## config.mk

```make
export PLATFORM = sky130hd
export DESIGN_NAME = cs_controller
export DESIGN_NICKNAME = d
export VERILOG_FILES = /design/src/rtl/core/cs_pkg.sv /design/src/rtl/core/cs_controller.sv
export VERILOG_INCLUDE_DIRS = /design/src /design/src/rtl/core
export SDC_FILE = /design/constraint.sdc
export NUM_CORES = 1
export LEC_CHECK = 0
export BUFFER_PORTS_ARGS = -buffer_cell sky130_fd_sc_hd__buf_2
export CORE_UTILIZATION = 30
export DETAILED_ROUTE_END_ITERATION = 16
export PLACE_DENSITY = 0.48
export SETUP_SLACK_MARGIN = 0.5
export SYNTH_ARGS = -nofsm -noshare
export SYNTH_HDL_FRONTEND = slang
export SYNTH_SLANG_ARGS = --single-unit
```

## constraint.sdc

```tcl
create_clock -name clk -period 4 [get_ports clk]
set_input_delay 0.4 -clock clk [delete_from_list [all_inputs] [get_ports clk]]
set_output_delay 0.4 -clock clk [all_outputs]
set_load 0.02 [all_outputs]
```

## src/rtl/core/assert_macros.svh

```systemverilog
// Assertion macros shared by the RTL files.
// Build with ASSERT_OFF defined to drop every check.
`ifndef ASSERT_MACROS_SVH
`define ASSERT_MACROS_SVH
`ifndef ASSERT_OFF
`define ASSERT_ALWAYS(lbl, clk, rst_n, expr) \
    lbl: assert property (@(posedge clk) disable iff (!rst_n) (expr)) \
        else $error("assertion failed");
`define ASSERT_IMPLIES(lbl, clk, rst_n, ante, cons) \
    lbl: assert property (@(posedge clk) disable iff (!rst_n) (ante) |-> (cons)) \
        else $error("assertion failed");
`define ASSERT_NEXT(lbl, clk, rst_n, ante, cons) \
    lbl: assert property (@(posedge clk) disable iff (!rst_n) (ante) |=> (cons)) \
        else $error("assertion failed");
`else
`define ASSERT_ALWAYS(lbl, clk, rst_n, expr)
`define ASSERT_IMPLIES(lbl, clk, rst_n, ante, cons)
`define ASSERT_NEXT(lbl, clk, rst_n, ante, cons)
`endif
`endif

```

## src/rtl/core/cs_pkg.sv

```systemverilog
// ----------------------------------------------------------------------------
// cs_pkg
// Types and constants shared by the cosine similarity unit.
// ----------------------------------------------------------------------------
`default_nettype none

package cs_pkg;

    localparam int ELEM_BITS_DEF = 16;
    localparam int FRAC_BITS_DEF = 14;
    localparam int FIELD_W       = 16;
    localparam int SUM_W         = 48;

    typedef struct packed {
        logic signed [FIELD_W-1:0] elem_a;
        logic signed [FIELD_W-1:0] elem_b;
        logic                      last_elem;
    } cs_item_t;

    typedef struct packed {
        logic signed [FIELD_W-1:0] similarity;
        logic                      zero_norm;
    } cs_result_t;

    typedef enum logic [2:0] {
        ST_ACC,
        ST_CHECK,
        ST_MUL_NAB,
        ST_MUL_D2,
        ST_DIV_INIT,
        ST_DIV,
        ST_SQRT,
        ST_EMIT
    } cs_state_t;

    typedef enum logic [2:0] {
        OP_NONE,
        OP_CHECK,
        OP_MUL_NAB,
        OP_MUL_D2,
        OP_DIV_INIT,
        OP_DIV_STEP,
        OP_SQRT_STEP,
        OP_EMIT
    } cs_op_t;

    typedef struct packed {
        cs_op_t     op;
        logic [1:0] mul_step;
    } cs_cmd_t;

    typedef struct packed {
        logic last_pend;
        logic zero_norm;
    } cs_status_t;

endpackage

`default_nettype wire

```

## src/rtl/core/cs_controller.sv

```systemverilog
// ----------------------------------------------------------------------------
// cs_controller
// Sequencer for the finish phase: zero check, norm product, squared dot, long
// division and square root, then one result beat (a zero norm goes straight to it).
// ----------------------------------------------------------------------------
`default_nettype none
`include "assert_macros.svh"

module cs_controller #(
    parameter int FRAC_BITS = cs_pkg::FRAC_BITS_DEF
) (
    input  wire logic               clk,
    input  wire logic               rst_n,
    input  wire cs_pkg::cs_status_t status,
    output cs_pkg::cs_cmd_t         cmd,
    output logic                    busy
);
    import cs_pkg::*;

    localparam int CW = $clog2(2 * FRAC_BITS + 1);
    localparam logic [CW-1:0] MUL_LAST  = CW'(3);
    localparam logic [CW-1:0] DIV_LAST  = CW'(2 * FRAC_BITS - 1);
    localparam logic [CW-1:0] SQRT_LAST = CW'(FRAC_BITS - 1);

    cs_state_t     state_reg, state_next;
    logic [CW-1:0] cnt_reg, cnt_next;

    always_ff @(posedge clk or negedge rst_n)
    begin
        if (!rst_n)
        begin
            state_reg <= ST_ACC;
            cnt_reg   <= '0;
        end
        else
        begin
            state_reg <= state_next;
            cnt_reg   <= cnt_next;
        end
    end

    // next state and commands
    always_comb
    begin
        state_next   = state_reg;
        cnt_next     = cnt_reg;
        cmd.op       = OP_NONE;
        cmd.mul_step = cnt_reg[1:0];
        busy         = 1'b1;
        unique case (state_reg)
            ST_ACC:
            begin
                busy     = status.last_pend;
                cnt_next = '0;
                if (status.last_pend)
                    state_next = ST_CHECK;
            end
            ST_CHECK:
            begin
                cmd.op     = OP_CHECK;
                state_next = status.zero_norm ? ST_EMIT : ST_MUL_NAB;
            end
            ST_MUL_NAB:
            begin
                cmd.op   = OP_MUL_NAB;
                cnt_next = cnt_reg + 1'b1;
                if (cnt_reg == MUL_LAST)
                begin
                    cnt_next   = '0;
                    state_next = ST_MUL_D2;
                end
            end
            ST_MUL_D2:
            begin
                cmd.op   = OP_MUL_D2;
                cnt_next = cnt_reg + 1'b1;
                if (cnt_reg == MUL_LAST)
                begin
                    cnt_next   = '0;
                    state_next = ST_DIV_INIT;
                end
            end
            ST_DIV_INIT:
            begin
                cmd.op     = OP_DIV_INIT;
                state_next = ST_DIV;
            end
            ST_DIV:
            begin
                cmd.op   = OP_DIV_STEP;
                cnt_next = cnt_reg + 1'b1;
                if (cnt_reg == DIV_LAST)
                begin
                    cnt_next   = '0;
                    state_next = ST_SQRT;
                end
            end
            ST_SQRT:
            begin
                cmd.op   = OP_SQRT_STEP;
                cnt_next = cnt_reg + 1'b1;
                if (cnt_reg == SQRT_LAST)
                begin
                    cnt_next   = '0;
                    state_next = ST_EMIT;
                end
            end
            ST_EMIT:
            begin
                cmd.op     = OP_EMIT;
                state_next = ST_ACC;
            end
            default:
                state_next = ST_ACC;
        endcase
    end

    `ASSERT_NEXT(a_emit_to_acc, clk, rst_n, state_reg == ST_EMIT, state_reg == ST_ACC)
    `ASSERT_IMPLIES(a_busy_finish, clk, rst_n, state_reg != ST_ACC, busy)
    `ASSERT_NEXT(a_last_starts, clk, rst_n,
        state_reg == ST_ACC && status.last_pend, state_reg == ST_CHECK)

endmodule

`default_nettype wire

```

==> Word level (Yosys, flattened, before mapping) <==
Cells that the tools add are included.
{ "totals": {"regBits": 8, "in_bits": 4, "out_inout_bits": 6, "wordCells": 35} }
{ "classes": {"add_sub_neg": 1, "eq_ne": 15, "muxes": 13, "n_reduce_logical": 4} }
{ "op_table": {"columns": ["operator", "count"], "rows": [
  ["$pmux W3 S8", 1],
  ["$pmux W3 S7", 1],
  ["$pmux W5 S4", 1],
  ["$mux W3", 6],
  ["$mux W5", 3],
  ["$eq A3 B3 Y1 const B", 4],
  ["$ne A2 B2 Y1 const B", 5],
  ["$eq A3 B2 Y1 const B", 2],
  ["$add A5 B1 Y5 const B", 1],
  ["$eq A5 B2 Y1 const B", 1],
  ["$eq A5 B4 Y1 const B", 1],
  ["$eq A5 B5 Y1 const B", 1],
  ["$reduce_and A5 Y1", 1],
  ["$reduce_bool A4 Y1", 1],
  ["$eq A3 B1 Y1 const B", 1],
  ["$logic_not A3 Y1", 1],
  ["$reduce_or A2 Y1", 1],
  ["$mux W1", 1]
]} }

==> Longest topological paths before layout <==
Gate-level depths: netlist of run 1.
{ "depth": {"depth_word": 3, "ltp_mapped": 6} }

==> Least setup slack after synthesis of run 1 <==
Ideal clock, no wire load.
{ "synth_timing": {"path_kind": "flip-flop to flip-flop", "start": "register cnt_reg[0]", "end": "register state_reg[0]", "setup_time_ns": 0.129, "arrival_time_ns": 1.287, "path_slack_ns": 2.584, "stages_incl_launch_ff": 6, "path_buffers": 0, "path_cell_list": "dfrtp_1 ha_1 nor2b_2 a21o_1 a311oi_1 a31oi_1"} }
{ "synth_via": {"elab_chain_cells": 3, "elab_cells_between_ends": 8, "classes_between": "7 x eq/ne; 1 x reduce/logical"} }
{ "synth_rtl": {"columns": ["item", "line", "source"], "rows": [
  ["from (decl)", "cs_controller.sv:26", "logic [CW-1:0] cnt_reg, cnt_next;"],
  ["from (signal assigned)", "cs_controller.sv:38", "cnt_reg <= cnt_next;"],
  ["$eq A5 B4 Y1, or another cell as far along", "cs_controller.sv:102", "if (cnt_reg == SQRT_LAST)"],
  ["$ne A2 B2 Y1 (no line)", null, null],
  ["$reduce_and A5 Y1 (no line) *", null, null],
  ["to (signal assigned)", "cs_controller.sv:37", "state_reg <= state_next;"],
  ["to (decl)", "cs_controller.sv:25", "cs_state_t state_reg, state_next;"]
]} }
Every way passes the cells marked *; elsewhere a longest branch is shown, timed or not.
A chain may end at the register's enable or synchronous reset.

==> Worst setup path in the final report of run 1 <==
{ "layout_timing": {"start": "register state_reg[2]", "end": "output busy"} }
{ "layout_via": {"elab_chain_cells": 2} }
{ "layout_rtl": {"columns": ["item", "line", "source"], "rows": [
  ["$logic_not A3 Y1", "cs_controller.sv:50", "unique case (state_reg)"],
  ["$mux W1", "cs_controller.sv:50", null],
  ["to (decl)", "cs_controller.sv:16", "output logic busy"]
]} }
No other way between the ends.

==> run_results.csv, run 1 <==
group,metric,value,unit
status,outcome,"finished, final reports clean",
power,powerDensity,815,mW/mm²
place,placedCellCount,96,
yosys,postSynth.asyncResetShare,100,%
cells_and_area,fin_cells,100,
worst_setup_path,cp-end-kind,"output port",
yosys,synth.distinct_cells,31,
hold_path,hold_depth,3,
timing,relSlewSlack,71.5,%
cts,insertion_delay,0.25,ns
detailed_routing,drtIter0Drc,8,
detailed_routing,ant_nets,0,
cts,root_buffer,"clkbuf_4",
detailed_routing,drt-pass1-iter-count,4,
yosys,synth.area.top_cells,"dfrtp_1 (34%), nand2_1 (7.1%), nor2_1 (5.1%)",
detailed_routing,wl_per_cell,10.2,µm
timing,setup_violations,0,
yosys,synth_fp_nets,76,
place,dp_hpwl,797,µm
floorplan,die_w,46.1,µm
cts,cts_tree,"built",
global_route,antenna_found_initial,0,
worst_setup_path,reg2regPathDepth,5,
global_route,grt_pass1_wl,1770,µm
worst_setup_path,critPathLaunchType,"register",
place,place.gp.congestion,0.749,
cells_and_area,layout.nets,83,
timing,drv_slew,0,
timing,hold_viol_final,0,
timing,fin_hold_ws,0.444,ns
floorplan,io_pins,10,
cells_and_area,seqCellArea,200,µm²
worst_setup_path,worstSetupPathType,"register to output port",
detailed_routing,via_count,462,
power,p_leak,0.291,nW
cells_and_area,fill_cells,196,
global_route,grt_usage,12.0,%
global_route,grt_max_degree,14,
yosys,yosys.area.top_type,"dfrtp_1",
global_route,grt_pass1_vias,403,
cts,clkTransAtPathRegs,0.05,ns
yosys,synth_flop_cell,"dfrtp_1",
yosys,syn_area,584,µm²
power,total_power,0.519,mW
worst_setup_path,arrival,1.17,ns
floorplan,die_h,46.1,µm
yosys,synth_edf_count,0,
hold_path,hold_class,"primary input to register",
yosys,synth_common_cells,"nand2_1 (11), dfrtp_1 (8), nor2_1 (8)",
cts,cts_buffers,3,
cells_and_area,layout-drive-gt1-share,21.3,%
floorplan,die-area,0.00213,mm²
timing,worst_clock_skew,0.00626,ns
floorplan,core_region_area,0.00178,mm²
cells_and_area,multiInputGateArea,317,µm²
cts,cts_buffer_depth,2,
timing,max_freq,636,MHz
cells_and_area,largest_reg_flops,5,
yosys,yosysMostFrequentCell,"nand2_1",
timing,tns,0,ns
cells_and_area,antenna_cells,0,
yosys,synth_top_area_share,34.3,%
yosys,ys_seq_area_share,34.3,%
timing,timing.final.crit_share,39.3,%
worst_setup_path,cp.required,3.60,ns
detailed_routing,finalWirelength,1020,µm
yosys,syn_avg_cell_area,8.35,µm²
timing,rsz0062_at_grt,"no",
floorplan,start_util,32.8,%
cts,cts_sinks,8,
cts,cts_resized,0,
worst_setup_path,path_max_fanout,13,
yosys,ys_seq_elements,8,
cts,htree_levels,1,
detailed_routing,drc,0,
place,port_buffers,9,
power,ir_worst_vdd,273,µV
detailed_routing,routed_via_density,4.62,
timing,min_period,1.57,ns
cells_and_area,syn_to_final_growth,8.99,%
global_route,overflow,0,
flow_run,drv_cap,0,
yosys,synth_cells,70,
floorplan,num_rows,15,
yosys,ys.warnings.count,0,
timing,worst_pin_slew,0.427,ns
==> power breakdown <==
group,internal [mW],switching (mW),total (mW)
Clock,0.0343,0.0264,0.0607
Sequential,0.115,0.0717,0.187
Combinational,0.113,0.158,0.271
==> layout by cell type (no fill, tap or decap) <==
master / count
nand2_1: 11
xnor2_1: 1
nor2_1: 8
ha_1: 2
nor3_1: 1
buf_2: 9
o21ai_0: 1
a311oi_1: 1
nand2b_1: 1
o211ai_1: 1
a31oi_1: 2
inv_1: 3
and4b_1: 1
dfrtp_1: 8
o21ai_1: 1
and2_1: 1
and3b_1: 1
nand3_1: 3
nor2b_1: 1
nor2b_2: 1
o22ai_1: 3
o2bb2ai_2: 1
nand3b_1: 1
o21a_1: 1
nand4b_1: 1
a21oi_1: 3
dlygate4sd3_1: 1
clkbuf_4: 3
a211oi_4: 1
nor2_2: 1
a21o_1: 1
==> per-layer routing <==
layer	share of wire, %	GRT usage [%]	wire length (µm)	vias to the layer above
li1	-	-	-	247
met5	0	0	0	-
met3	2.3	2.35	23	2
met2	43	15.5	443	5
met4	1.1	7.06	11	0
met1	53	18.0	542	208
==> through the flow <==
stage / cell area (µm²) / worst slack, ns / utilization, %
finish: 637 / 2.43 / 35.7
CTS: 637 / 2.41 / 35.7
detailed placement: 604 / 2.48 / 33.9
floorplan: 584 / 2.58 / -
global placement: 604 / 2.46 / 33.9
global route: 637 / 2.30 / 35.7
==> cell type report <==
type                            count  area share, %
Multi-Input combinational cell     51           49.7
Inverter                            3           1.77
Timing Repair Buffer               10           8.64
Sequential cell                     8           31.4
Tap cell                           25           4.91
Clock buffer                        3           3.54
==> kinds of logic after synthesis <==
group,after synthesis,share of synthesized area [%]
compound gates,16,21.0
simple gates,32,27.4
buf+inv,11,11.6
xor+xnor,1,1.50
fa+ha+maj,2,4.28
flops,8,34.3
==> final timing paths <==
kind                                          startpoint                        to  slack [ns]
worst max-delay path            state_reg[2]$_DFFE_PN0P_                      busy        2.43
worst min-delay path                           status[0]  state_reg[0]$_DFFE_PN0P_        0.44
worst max register to register    cnt_reg[0]$_DFFE_PN0P_  state_reg[0]$_DFFE_PN0P_        2.44
worst min register to register    cnt_reg[0]$_DFFE_PN0P_    cnt_reg[0]$_DFFE_PN0P_        0.55
max in group asynchronous                          rst_n    cnt_reg[2]$_DFFE_PN0P_        3.32
min in group asynchronous                          rst_n    cnt_reg[4]$_DFFE_PN0P_        0.51
==> critical path: stages (launching register included) <==
cell	delay, ns
dfrtp_1	0.52
nor2_1	0.19
nand2_1	0.06
buf_2	0.15
==> repair_timing <==
item	in CTS	in global routing
hold buffers	1	0
endpoints found under the hold margin	8	0
buffers inserted	0	0
(Power assumes the default switching activity.)
==> run 2: changes to the inputs <==
- ABC_AREA: unset -> 1
- PLACE_DENSITY: 0.48 -> 0.5
- clock period: 4 -> 1.3 ns (I/O delays scaled with it)
==> run_results.csv, run 2 <==
group,metric,value,unit
flow_run,drv_cap,0,
floorplan,die-area,0.00216,mm²
timing,rsz0062_at_grt,"yes",
worst_setup_path,reg2regPathDepth,8,
global_route,grt_usage,14.6,%
cts,cts_buffer_depth,2,
detailed_routing,drt-pass1-iter-count,5,
yosys,syn_avg_cell_area,7.43,µm²
detailed_routing,finalWirelength,1300,µm
cts,insertion_delay,0.26,ns
timing,max_freq,758,MHz
timing,fin_ws,-0.0192,ns
cells_and_area,largest_reg_flops,5,
detailed_routing,routed_via_density,4.45,
timing,worst_clock_skew,0.00848,ns
power,powerDensity,2600,mW/mm²
timing,worst_pin_slew,0.348,ns
worst_setup_path,max_stage_delay,0.39,ns
cells_and_area,postLayoutCoreUtil,49.0,%
timing,hold_viol_final,0,
cts,cts_buffers,3,
cells_and_area,layout.nets,109,
yosys,synth_flop_cell,"dfrtp_1",
detailed_routing,wl_per_cell,10.3,µm
worst_setup_path,r2r_start,"cnt_reg[1]$_DFFE_PN0P_",
timing,timing.final.crit_share,101,%
power,ir_worst_vdd,980,µV
timing,fin_hold_ws,0.240,ns
yosys,yosys.area.top_type,"dfrtp_1",
place,dp_hpwl,888,µm
timing,setup_violations,7,
cts,htree_levels,1,
floorplan,start_util,33.3,%
yosys,ys_seq_area_share,33.7,%
floorplan,die_w,46.5,µm
cells_and_area,layout_common_cells,"nand2_1 (18), buf_6 (11), buf_4 (9), dfrtp_1 (6)",
cells_and_area,final_common_cell,"nand2_1",
status,outcome,"finished with violations",
worst_setup_path,arrival,1.45,ns
global_route,grt_max_degree,9,
floorplan,die_h,46.5,µm
power,total_power,2.27,mW
worst_setup_path,cp-end-kind,"register",
worst_setup_path,r2r-end,"cnt_reg[3]$_DFFE_PN0P_",
timing,min_period,1.32,ns
place,place.gp.congestion,0.778,
place,dpl-instance-area,689,µm²
detailed_routing,drc,0,
cells_and_area,layout-drive-gt1-share,46.5,%
yosys,synth_cells,80,
floorplan,io_pins,10,
place,port_buffers,9,
detailed_routing,via_count,561,
worst_setup_path,critPathLaunchType,"register",
yosys,ys_seq_elements,8,
yosys,synth.area.top_cells,"dfrtp_1 (34%), nand2_1 (13%), nand2_4 (5.7%)",
status,failed_checks,"negative setup slack",
floorplan,num_rows,15,
yosys,syn_area,594,µm²
timing,drv_slew,0,
global_route,grt_pass1_wl,2070,µm
yosys,ys.warnings.count,0,
global_route,antenna_found_initial,0,
worst_setup_path,r2r_slack,-0.02,ns
worst_setup_path,cpMaxStageDelayCell,"dfrtp_1",
timing,tns,-0.0795,ns
global_route,grt_pass1_vias,478,
detailed_routing,ant_nets,0,
cts,cts_tree,"built",
yosys,synth_fp_nets,86,
worst_setup_path,cpLargestDelayFamily,"simple AND/OR/NAND/NOR gates",
worst_setup_path,path_max_fanout,8,
global_route,overflow,0,
floorplan,core_region_area,0.00178,mm²
yosys,yosysMostFrequentCell,"nand2_1",
yosys,synth_top_area_share,33.7,%
cells_and_area,postLayoutCellArea,873,µm²
yosys,synth.distinct_cells,22,
cts,cts_sinks,8,
worst_setup_path,cp.required,1.43,ns
hold_path,hold_class,"primary input to async pin",
power,p_leak,0.421,nW
cts,root_buffer,"clkbuf_4",
worst_setup_path,path_buf_inv,2,
cells_and_area,fill_cells,172,
cells_and_area,syn_to_final_growth,46.9,%
worst_setup_path,cp_cell_sequence,"ha_2 > inv_2 > nor2_4 > nand2_1 > nand2_2 > inv_2 > nor2_8 > o21ai_1",
cells_and_area,antenna_cells,0,
worst_setup_path,worstSetupPathType,"register to register",
detailed_routing,drtIter0Drc,17,
timing,relSlewSlack,76.6,%
yosys,synth_common_cells,"nand2_1 (21), dfrtp_1 (8), inv_1 (8), nor2_1 (6)",
yosys,synth_edf_count,0,
cts,clkTransAtPathRegs,0.06,ns
worst_setup_path,cpMostUsedCell,"inv_2",
yosys,postSynth.asyncResetShare,100,%
[run 2: changes by cell type after synthesis, sizes merged, moves of 2 or more]
cell	delta
a31oi	-2
o22ai	-3
nand3	+2
nor2b	-2
nand4	+2
inv	+7
o21ai	+6
buf	-3
a21oi	-2
nand2	+13
[run 2: worst reg2reg max path, stage by stage (launching register included)]
cell and delay [ns]:
dfrtp_1 0.39, ha_2 0.20, inv_2 0.05, nor2_4 0.09, nand2_1 0.07, nand2_2 0.07, inv_2 0.06, nor2_8 0.17
o21ai_1 0.09
[run 2: worst max path at each step]
| stage | startpoint | to | slack (ns) | depth (start not counted) |
|---|---|---|---|---|
| 3_3_place_gp | cnt_reg[0]$_DFFE_PN0P_ | state_reg[0]$_DFFE_PN0P_ | -0.02 | 9 |
| 5_1_grt | cnt_reg[1]$_DFFE_PN0P_ | state_reg[0]$_DFFE_PN0P_ | -0.11 | 10 |
| 4_1_cts | cnt_reg[1]$_DFFE_PN0P_ | state_reg[0]$_DFFE_PN0P_ | -0.02 | 10 |
| 6_report | cnt_reg[1]$_DFFE_PN0P_ | cnt_reg[3]$_DFFE_PN0P_ | -0.02 | 8 |
| 3_5_place_dp | cnt_reg[1]$_DFFE_PN0P_ | state_reg[0]$_DFFE_PN0P_ | -0.04 | 9 |
| 2_1_floorplan | cnt_reg[0]$_DFFE_PN0P_ | state_reg[0]$_DFFE_PN0P_ | 0.02 | 9 |
[run 2: final cells by class]
class / count / area [µm²] / area share (%)
Tap cell: 25 / 31.3 / 3.58
Sequential cell: 8 / 203 / 23.2
Multi-Input combinational cell: 55 / 354 / 40.5
Timing Repair Buffer: 24 / 216 / 24.8
Inverter: 11 / 46.3 / 5.30
Clock buffer: 3 / 22.5 / 2.58
[run 2: through the flow]
step / cells / setup WS, ns
final: 126 / -0.0192
after global routing: 126 / -0.114
after CTS: 122 / -0.0248
after detailed placement: 113 / -0.0379
after global placement: 113 / -0.0232
after floorplan: 80 / 0.0198
[run 2: power by group]
group | internal, mW | total (mW) | switching [mW]
combinational | 0.786 | 1.59 | 0.808
clock | 0.106 | 0.191 | 0.0857
sequential | 0.346 | 0.490 | 0.143
total | 1.24 | 2.27 | 1.04
[run 2: metal layers]
metal	wire, µm	share of wire (%)	track usage (%)
met1	620	48	19.5
met2	609	47	20.0
met3	45	3.5	5.88
met4	20	1.5	7.06
met5	0	0	0
[run 2: cells by family (layout without fill, tap and decap cells)]
group / count (synthesis) / in the layout / share of synthesized area (%)
flops: 8 / 8 / 33.7
fa+ha+maj: 2 / 2 / 4.21
buf+inv: 17 / 38 / 12.2
simple gates: 41 / 41 / 37.9
xor+xnor: 3 / 3 / 4.42
compound gates: 9 / 9 / 7.58
[run 2: what timing repair did]
action | CTS | global route
pin swaps | 6 | 3
gates resized for setup | 20 | 6
setup endpoints to repair | 14 | 14
endpoints found under the hold margin | 8 | 0
hold buffers | 1 | 0
gates cloned | 0 | 0
buffers inserted | 5 | 4
==> run 3: changes to the inputs <==
- CELL_PAD_IN_SITES_DETAIL_PLACEMENT: unset -> 1
- CELL_PAD_IN_SITES_GLOBAL_PLACEMENT: unset -> 2
- CORE_UTILIZATION: 30 -> 27
- PLACE_DENSITY: 0.5 -> 0.72
==> run_results.csv, run 3 (synthesis results as in run 2) <==
group,metric,value,unit
timing,fin_ws,-0.0502,ns
cts,cts_buffers,3,
floorplan,io_pins,10,
timing,setup_violations,8,
worst_setup_path,cpLargestDelayFamily,"simple AND/OR/NAND/NOR gates",
global_route,grt_max_degree,9,
place,place.gp.congestion,0.708,
power,ir_worst_vdd,1270,µV
place,port_buffers,9,
worst_setup_path,path_max_fanout,8,
global_route,grt_usage,15.8,%
cts,root_buffer,"clkbuf_4",
floorplan,start_util,29.4,%
timing,worst_clock_skew,0.00313,ns
place,dp_hpwl,1070,µm
global_route,overflow,0,
detailed_routing,drc,0,
cells_and_area,multiInputGateArea,359,µm²
worst_setup_path,critPathLaunchType,"register",
detailed_routing,routed_via_density,4.44,
cells_and_area,layout-drive-gt1-share,49.0,%
cells_and_area,final_common_cell,"nand2_1",
worst_setup_path,worstSetupPathType,"register to register",
timing,min_period,1.35,ns
place,dpl-instance-area,684,µm²
detailed_routing,ant_nets,0,
global_route,grt_pass1_wl,2700,µm
cells_and_area,postLayoutCellArea,863,µm²
power,powerDensity,2640,mW/mm²
timing,worst_pin_slew,0.363,ns
power,p_leak,0.417,nW
worst_setup_path,cp.required,1.50,ns
cells_and_area,layout.nets,110,
cts,htree_levels,1,
timing,rsz0062_at_grt,"yes",
cts,cts_tree,"built",
worst_setup_path,cpMaxStageDelayCell,"dfrtp_1",
worst_setup_path,cp-end-kind,"register",
timing,timing.final.crit_share,104,%
cts,cts_buffer_depth,2,
timing,relSlewSlack,75.6,%
detailed_routing,drt-pass1-iter-count,3,
cts,cts_sinks,8,
status,failed_checks,"negative setup slack",
cells_and_area,largest_reg_flops,5,
cells_and_area,antenna_cells,0,
floorplan,die_w,48.9,µm
cts,insertion_delay,0.26,ns
cells_and_area,postLayoutCoreUtil,42.7,%
worst_setup_path,max_stage_delay,0.40,ns
floorplan,die-area,0.00239,mm²
detailed_routing,via_count,573,
detailed_routing,drtIter0Drc,5,
status,outcome,"finished with violations",
cells_and_area,syn_to_final_growth,45.3,%
detailed_routing,finalWirelength,1530,µm
flow_run,drv_cap,0,
cells_and_area,layout_common_cells,"nand2_1 (18), buf_4 (15), dfrtp_1 (6)",
cts,clkTransAtPathRegs,0.06,ns
power,total_power,2.28,mW
timing,drv_slew,0,
detailed_routing,wl_per_cell,11.9,µm
timing,max_freq,741,MHz
place,post-place-ws,-0.0724,ns
timing,hold_viol_final,0,
global_route,antenna_found_initial,0,
floorplan,num_rows,16,
hold_path,hold_class,"primary input to async pin",
cells_and_area,seqCellArea,203,µm²
floorplan,core_region_area,0.00202,mm²
floorplan,die_h,48.9,µm
worst_setup_path,cp_cell_sequence,"ha_2 > inv_2 > nor2_4 > nand2_1 > nand2_2 > inv_2 > nor2_8 > nand3_2 > nand2_1",
timing,tns,-0.376,ns
cells_and_area,fill_cells,245,
worst_setup_path,arrival,1.55,ns
global_route,grt_pass1_vias,595,
worst_setup_path,path_buf_inv,2,
==> run 3: routing by layer <==
layer	share of wire (%)	up-vias	routed length, µm	track usage (%)
met4	3.7	0	56	13.2
met3	2.3	5	35	2.80
li1	-	290	-	-
met1	44	268	675	16.9
met2	50	10	761	26.9
met5	0	-	0	0
==> run 3: path summary, 6_finish.rpt <==
| kind | from | cells past startpoint | slack, ns | to |
|---|---|---|---|---|
| setup / recovery | cnt_reg[0]$_DFFE_PN0P_ | 9 | -0.05 | state_reg[0]$_DFFE_PN0P_ |
| hold / removal | rst_n | 2 | 0.24 | cnt_reg[0]$_DFFE_PN0P_ |
| setup reg to reg | cnt_reg[0]$_DFFE_PN0P_ | 9 | -0.05 | state_reg[0]$_DFFE_PN0P_ |
| hold reg to reg | cnt_reg[3]$_DFFE_PN0P_ | 2 | 0.60 | cnt_reg[3]$_DFFE_PN0P_ |
| max in group asynchronous | rst_n | 2 | 0.86 | state_reg[2]$_DFFE_PN0P_ |
| min in group clk | status[0] | 5 | 0.27 | state_reg[0]$_DFFE_PN0P_ |
==> run 3: metrics by stage <==
stage / hold WS, ns / cells
2_1_floorplan: -0.166 / 80
3_3_place_gp: -0.0108 / 114
3_5_place_dp: -0.00942 / 114
4_1_cts: 0.240 / 128
5_1_grt: 0.255 / 129
6_report: 0.243 / 129
==> run 3: final cells by class <==
type / instances / share of cell area (%)
inverter: 11 / 5.36
tap: 27 / 3.91
multi-input combinational: 55 / 41.6
clock buffer: 3 / 2.61
sequential: 8 / 23.5
timing repair buffer: 25 / 23.0
==> run 3: where the power goes <==
group | leakage (nW) | total (mW) | internal (mW) | switching [mW]
logic | 0.302 | 1.60 | 0.752 | 0.845
clock network | 0.0138 | 0.201 | 0.106 | 0.0947
registers | 0.101 | 0.478 | 0.346 | 0.132
==> run 3: timing repair <==
item / CTS / global route
setup buffers: 10 / 1
gates cloned: 0 / 0
setup endpoints to repair: 14 / 14
gates resized for setup: 14 / 7
pin swaps: 9 / 7
hold buffers: 1 / 0
endpoints found under the hold margin: 8 / 0
